$ cat src/tcb_pkg.sv
// Shared types and constants for the text console buffer.
// No dependencies; compiled first.
`default_nettype none

package tcb_pkg;

  localparam int CODE_W = 8;
  localparam int IDX_W  = 11;
  localparam int OP_W   = 3;

  localparam logic [CODE_W-1:0] CH_BACKSPACE = 8'd8;
  localparam logic [CODE_W-1:0] CH_NEWLINE   = 8'd10;
  localparam logic [CODE_W-1:0] CH_SPACE     = 8'd32;
  localparam logic [CODE_W-1:0] CH_TILDE     = 8'd126;

  localparam logic [OP_W-1:0] OP_NOP     = 3'd0;
  localparam logic [OP_W-1:0] OP_READ    = 3'd1;
  localparam logic [OP_W-1:0] OP_PUT     = 3'd2;
  localparam logic [OP_W-1:0] OP_NEWLINE = 3'd3;
  localparam logic [OP_W-1:0] OP_BKSP    = 3'd4;
  localparam logic [OP_W-1:0] OP_SUBMIT  = 3'd5;

  // classified word as it sits in the front queue
  typedef struct packed {
    logic [OP_W-1:0]   op;
    logic [CODE_W-1:0] code;
    logic [IDX_W-1:0]  read_index;
  } tcb_op_t;

endpackage

`default_nettype wire

$ cat src/tcb_channels.sv
// Valid/ready channel interfaces for the console buffer input and result words.
// Depends on tcb_pkg for field widths.
`default_nettype none

interface tcb_in_if;
  logic                        valid;
  logic                        ready;
  logic                        cmd;
  logic [tcb_pkg::CODE_W-1:0]  char_code;
  logic [tcb_pkg::IDX_W-1:0]   read_index;

  modport source (output valid, cmd, char_code, read_index, input ready);
  modport sink   (input valid, cmd, char_code, read_index, output ready);
endinterface


`default_nettype wire

$ cat src/tcb_front.sv
// Front end: accepts input words, classifies them and queues them (two deep).
// Holds the submit_on_newline register. Depends on tcb_pkg and tcb_in_if.
`default_nettype none

module tcb_front (
  input  wire logic             clk,
  input  wire logic             rst,
  input  wire logic             cfg_we,
  input  wire logic             cfg_wdata,
  input  wire logic             hold,
  tcb_in_if.sink                in_word,
  output logic                  q_valid,
  output tcb_pkg::tcb_op_t      q_head,
  input  wire logic             q_pop
);

  logic             submit_on_newline;
  tcb_pkg::tcb_op_t entry;
  tcb_pkg::tcb_op_t slots [2];
  logic             wr_ptr;
  logic             rd_ptr;
  logic [1:0]       count;
  logic             accept;

  assign in_word.ready = (count != 2'd2) && !hold;
  assign accept        = in_word.valid && in_word.ready;
  assign q_valid       = (count != 2'd0);
  assign q_head        = slots[rd_ptr];

  always_comb begin
    entry.code       = in_word.char_code;
    entry.read_index = in_word.read_index;
    if (in_word.cmd) begin
      entry.op = tcb_pkg::OP_READ;
    end else if (in_word.char_code == tcb_pkg::CH_NEWLINE) begin
      entry.op = submit_on_newline ? tcb_pkg::OP_SUBMIT : tcb_pkg::OP_NEWLINE;
    end else if (in_word.char_code == tcb_pkg::CH_BACKSPACE) begin
      entry.op = tcb_pkg::OP_BKSP;
    end else if (in_word.char_code >= tcb_pkg::CH_SPACE &&
                 in_word.char_code <= tcb_pkg::CH_TILDE) begin
      entry.op = tcb_pkg::OP_PUT;
    end else begin
      entry.op = tcb_pkg::OP_NOP;
    end
  end

  always_ff @(posedge clk) begin
    if (rst) begin
      submit_on_newline <= 1'b0;
      wr_ptr            <= 1'b0;
      rd_ptr            <= 1'b0;
      count             <= 2'd0;
    end else begin
      if (cfg_we) begin
        submit_on_newline <= cfg_wdata;
      end
      if (accept) begin
        wr_ptr <= ~wr_ptr;
      end
      if (q_pop) begin
        rd_ptr <= ~rd_ptr;
      end
      count <= count + {1'b0, accept} - {1'b0, q_pop};
    end
  end

  always_ff @(posedge clk) begin
    if (accept) begin
      slots[wr_ptr] <= entry;
    end
  end

endmodule

`default_nettype wire

$ cat src/flat_wrapper.sv
// flat-port wrapper written by rule: the top's interface ports become plain ports
module tcb_front_flat 
  (clk, rst, cfg_we, cfg_wdata, hold, q_valid, q_head, q_pop, in_word_valid, in_word_cmd, in_word_char_code, in_word_read_index, in_word_ready);
  tcb_in_if in_word_i ();
  input  wire logic clk;
  input  wire logic rst;
  input  wire logic cfg_we;
  input  wire logic cfg_wdata;
  input  wire logic hold;
  output logic q_valid;
  output tcb_pkg::tcb_op_t q_head;
  input  wire logic q_pop;
  input wire logic [$bits(in_word_i.valid)-1:0] in_word_valid;
  input wire logic [$bits(in_word_i.cmd)-1:0] in_word_cmd;
  input wire logic [$bits(in_word_i.char_code)-1:0] in_word_char_code;
  input wire logic [$bits(in_word_i.read_index)-1:0] in_word_read_index;
  output wire logic [$bits(in_word_i.ready)-1:0] in_word_ready;
  assign in_word_i.valid = in_word_valid;
  assign in_word_i.cmd = in_word_cmd;
  assign in_word_i.char_code = in_word_char_code;
  assign in_word_i.read_index = in_word_read_index;
  assign in_word_ready = in_word_i.ready;
  tcb_front u_core (.clk(clk), .rst(rst), .cfg_we(cfg_we), .cfg_wdata(cfg_wdata), .hold(hold), .in_word(in_word_i), .q_valid(q_valid), .q_head(q_head), .q_pop(q_pop));
endmodule
$ cat config.mk
export PLATFORM = sky130hd
export DESIGN_NAME = tcb_front_flat
export DESIGN_NICKNAME = d
export VERILOG_FILES = /design/src/tcb_pkg.sv /design/src/tcb_channels.sv /design/src/tcb_front.sv /design/src/flat_wrapper.sv
export SDC_FILE = /design/constraint.sdc
export NUM_CORES = 1
export LEC_CHECK = 0
export BUFFER_PORTS_ARGS = -buffer_cell sky130_fd_sc_hd__buf_2
export CORE_MARGIN = 1
export CORE_UTILIZATION = 31
export CTS_CLUSTER_SIZE = 40
export DETAILED_ROUTE_END_ITERATION = 16
export MAX_ROUTING_LAYER = met4
export PLACE_DENSITY_LB_ADDON = 0.25
export SYNTH_ARGS = -nofsm -noshare
export SYNTH_HDL_FRONTEND = slang
export SYNTH_SLANG_ARGS = --single-unit
export TNS_END_PERCENT = 30
$ cat constraint.sdc
create_clock -name clk -period 5.06 [get_ports clk]
set_clock_uncertainty 0.15 [all_clocks]
set_input_delay 0.253 -clock clk [delete_from_list [all_inputs] [get_ports clk]]
set_output_delay 0.253 -clock clk [all_outputs]
set_load 0.02 [all_outputs]
---- Word-level counts from Yosys, hierarchy flattened ----
Memory sizes are Yosys's and may differ from the RTL's. A register that Yosys moved wholly into a read port is not among the register bits.
Cells that the tools add are included.
storage, ports and cells
  register bits ........................... 5
  memory bits (writable) .................. 44
  bits of input ports ..................... 27
  logic and storage cells ................. 28
  memories ................................ 1
memories
  name          depth  width  read ports  clocked after memory_dff  write ports  RTL line         RTL
  u_core.slots  2      22     1           1                         1            tcb_front.sv:19  tcb_pkg::tcb_op_t slots [2];
operators by class
  add/sub/neg operators ................... 2
  magnitude comparators ................... 2
  eq/ne operators ......................... 3
  muxes and demuxes ....................... 9
  bitwise logic cells ..................... 2
  reduce and logical (&&, ||, !) cells .... 5
operators with widths
  kind                                                                number
  == test 8 x 4 -> 1 bit (second input constant)                      2
  2-to-1 mux 3 bit                                                    4
  greater-or-equal comparator 8 x 6 -> 1 bit (second input constant)  1
  <= comparator 8 x 7 -> 1 bit (second input constant)                1
  2-to-1 mux 1 bit                                                    4
  logical AND 1 bit                                                   3
  adder 2 x 1 -> 2 bit                                                1
  2-to-1 mux 2 bit                                                    1
  inequality test 2 bit (second input constant)                       1
  inverter 1 bit                                                      2
  nonzero test 2 bit                                                  1
  subtractor 2 x 1 -> 2 bit                                           1
  zero test 1 bit                                                     1

---- Longest topological paths before layout ----
  word-level depth ........................ 6
  gate-level depth with buffers ........... 7
  depth with buffers taken out ............ 7

---- Least setup slack after synthesis ----
OpenSTA, ideal clock, no wires.
  path kind ............................... register to register
  start point ............................. register u_core.count[1]
  end point ............................... memory u_core.slots[0][0] (netlist name) (enable)
  arrival time ............................ 1.699 ns
  data required time ...................... 4.507 ns
  slack ................................... 2.808 ns
  stages on the path, launching flop included .. 4
  path buffers ............................ 0
  period minus slack after synthesis ...... 2.252 ns
  cells stage by stage .................... dfxtp_1 > nor2b_4 > nor3b_4 > nor2b_1
on the way
  longest elaborated chain between the ends .. 5
RTL lines
  element                                 RTL line         RTL
  start: declaration                      tcb_front.sv:22  logic [1:0] count;
  start signal: assignment                tcb_front.sv:63  count <= count + {1'b0, accept} - {1'b0, q_pop};
  inequality test 2 bit                   tcb_front.sv:25  assign in_word.ready = (count != 2'd2) && !hold;
  logical AND 1 bit                       tcb_front.sv:25
  logical AND 1 bit                       tcb_front.sv:26  assign accept = in_word.valid && in_word.ready;
  2-to-1 mux 1 bit                        tcb_front.sv:68  if (accept) begin
  2-to-1 mux 1 bit (implied by the code)  tcb_front.sv:69  slots[wr_ptr] <= entry;
  end: declaration                        tcb_front.sv:19
Every way passes these cells.

==> results.cfg <==
[run_status]
status = completed

[clock_network]
cts_root_buf = clkbuf_8
clk_path_buf_depth = 2
clkTransAtPathRegs_ns = 0.08
cts-buffers-inserted = 5
htreeDepth = 2
cts_tree = yes
clock_sinks = 50
insertion_delay_ns = 0.29

[routing]
drcViolationCount = 0
drt_iter0_drc = 90
wl_per_cell_um = 13.8
route.vias.total = 1130
ant_nets = 0
postRouteWirelength_um = 3460
viasPerCell = 4.52
first_pass_iters = 4

[global_routing]
grt_overflow = 0
grt_usage_pct = 11.4
grt_max_degree = 23
grt_pass1_vias = 1093
grt_pass1_wl_um = 5250
antenna_found_initial = 0

[placement]
port_buffers = 50
dp_slack_ns = 2.83
place.gp.congestion = 0.757
dpl_cell_area_mm2 = 0.00231
post-dp-hpwl_um = 2400

[sta]
min_period_over_period_pct = 45.3
setup_violations = 0
grt_setup_unrepaired = no
tightest_slew_ns = 1.13
hold_viol = 0
layout_setup_ws_ns = 2.77
hold_slack_ns = 0.00603
fmax_mhz = 437
slew_viol_final = 0
max-slew-margin-rel_pct = 24.0
fin_tns_setup_ns = 0
fin_crit_ns = 2.29

[floorplan]
dieHeight_um = 81.7
start_util_pct = 32.7
die_w_um = 81.7
coreArea_mm2 = 0.00603
die_area_mm2 = 0.00668
io_pins = 51
row_count = 28

[pwr]
p_leak_nw = 0.933
ir_drop_mv = 0.130
power_density_mw_per_mm2 = 336

[critical_path]
path_class = flop to output port
path_max_fanout = 22
cp.arrival_ns = 1.89
rr_startpoint = u_core.count[1]
r2r_end = u_core.slots[0][20]
timing.reg2reg.setup_slack_ns = 2.87
cp.required_ns = 4.66
critPathCaptureType = output port
r2r_cells = 3
cp-start-kind = flop

[synth]
avgSynthCellArea_um2 = 17.9
synthAdderAreaFrac_pct = 1.27
syn_nets = 139
synth_top_family_by_area = multiplexers
synth_area_mm2 = 0.00197
yosysWarnings = 0
synth-seq-cells = 50
muxShareOfSynthArea_pct = 13.7
synth_compound_area_share_pct = 1.78
synth-simple-area-share_pct = 8.13
synthCells = 110
synth_cell_types = 25
ys_seq_area_share_pct = 73.2
synth-xor-area-share_pct = 0.889

[hold_path]
hold_path_depth = 1
whs_endpoint = u_core.slots[1][10]
hp-start = in_word_read_index[10]
min_path_type = input port to flop

[finish]
fillers = 600
synthToLayoutAreaGrowth_pct = 25.8
fin_area_mm2 = 0.00248
layout.nets = 203
layout-drive-gt1-share_pct = 49.1
n_antenna_cell = 0

[flow_run]
cap_viol_max_count = 0
[per-stage QoR]
step                      total power [mW]  std cells  util [%]
after detailed placement             0.624        233      38.3
final                                0.832        250      41.1
after floorplan                      0.575        110         -
after CTS                            0.842        249      40.9
after global routing                 0.870        250      41.1
after global placement               0.619        233      38.3
[logic make-up after synthesis]
| kind of cell | count (synthesis) |
|---|---|
| and+or+nand+nor | 24 |
| xor gates and xnor gates | 2 |
| DFF | 50 |
| muxes | 24 |
| adders and majority gates | 2 |
| buffers and inverters | 5 |
| AOI/OAI and AO/OA | 3 |
[power by group]
group / switching (mW) / total [mW] / internal, mW
clock network: 0.120 / 0.216 / 0.0952
logic: 0.0697 / 0.129 / 0.0596
registers: 0.0144 / 0.488 / 0.473
[layout by cell type (no fill, tap or decap), types with 2 or more instances in the layout]
cell / count
and2_1: 2
buf_2: 50
clkbuf_8: 5
dfxtp_1: 6
dlygate4sd3_1: 9
edfxtp_1: 44
ha_1: 2
inv_1: 3
mux2_2: 23
nor2_1: 9
nor2b_1: 2
[Yosys cell counts (all sizes together)]
cell type / n / area, um2
edfxtp: 44 / 1320
mux2: 23 / 259
nor2: 9 / 33.8
dfxtp: 6 / 120
nor2b: 4 / 32.5
inv: 3 / 11.3
and2: 2 / 12.5
buf: 2 / 10.0
ha: 2 / 25.0
nand2: 2 / 10.0
a41o: 1 / 10.0
mux2i: 1 / 10.0
nand2b: 1 / 6.26
nand3: 1 / 5.00
nand4: 1 / 6.26
nor3: 1 / 5.00
nor3b: 1 / 18.8
nor4b: 1 / 23.8
o221ai: 1 / 8.76
o41ai: 1 / 16.3
or2: 1 / 6.26
xnor2: 1 / 8.76
xor2: 1 / 8.76
[timing repair]
action	4_1_cts	5_1_grt
setup buffers	0	0
resized for setup	0	0
hold endpoints to repair	16	2
hold buffers	8	1
[critical path, stage by stage, from the launching register on]
cell and delay (ns):
dfxtp_1 0.99, mux2_2 0.43, buf_2 0.16
[layout make-up]
class | instances | area (um2) | area share, %
clock inverter | 2 | 8.76 | 0.354
timing repair buffer | 59 | 340 | 13.7
tap | 75 | 93.8 | 3.79
sequential | 50 | 1440 | 58.2
clock buffer | 6 | 72.6 | 2.93
inverter | 3 | 11.3 | 0.455
multi-input combinational | 55 | 509 | 20.6
[worst max-delay path by stage]
| stage | slack, ns | end | cells after the start |
|---|---|---|---|
| 6_report | 2.77 | q_head[13] | 2 |
| 5_1_grt | 2.65 | q_head[13] | 2 |
| 4_1_cts | 2.71 | q_head[13] | 2 |
| 3_5_place_dp | 2.83 | u_core.slots[0][17] | 3 |
| 3_3_place_gp | 2.94 | u_core.slots[0][16] | 3 |
| 2_1_floorplan | 2.81 | u_core.slots[0][0] | 3 |
[flip-flops by register name (all words and copies together), names as in the netlist, named ones only]
| register | cells |
|---|---|
| u_core.submit_on_newline | 1 |
| u_core.wr_ptr | 1 |
| u_core.slots | 44 |
| u_core.count | 2 |
| u_core.rd_ptr | 1 |
[metal layers]
layer	wire length, um	track usage (%)	share of wire, %	vias up
met3	215	4.22	6.2	4
met5	0	-	0	-
met2	1740	18.7	50	29
li1	-	-	-	544
met4	28	4.21	0.81	0
met1	1480	12.6	43	553
(Power assumes the default switching activity.)
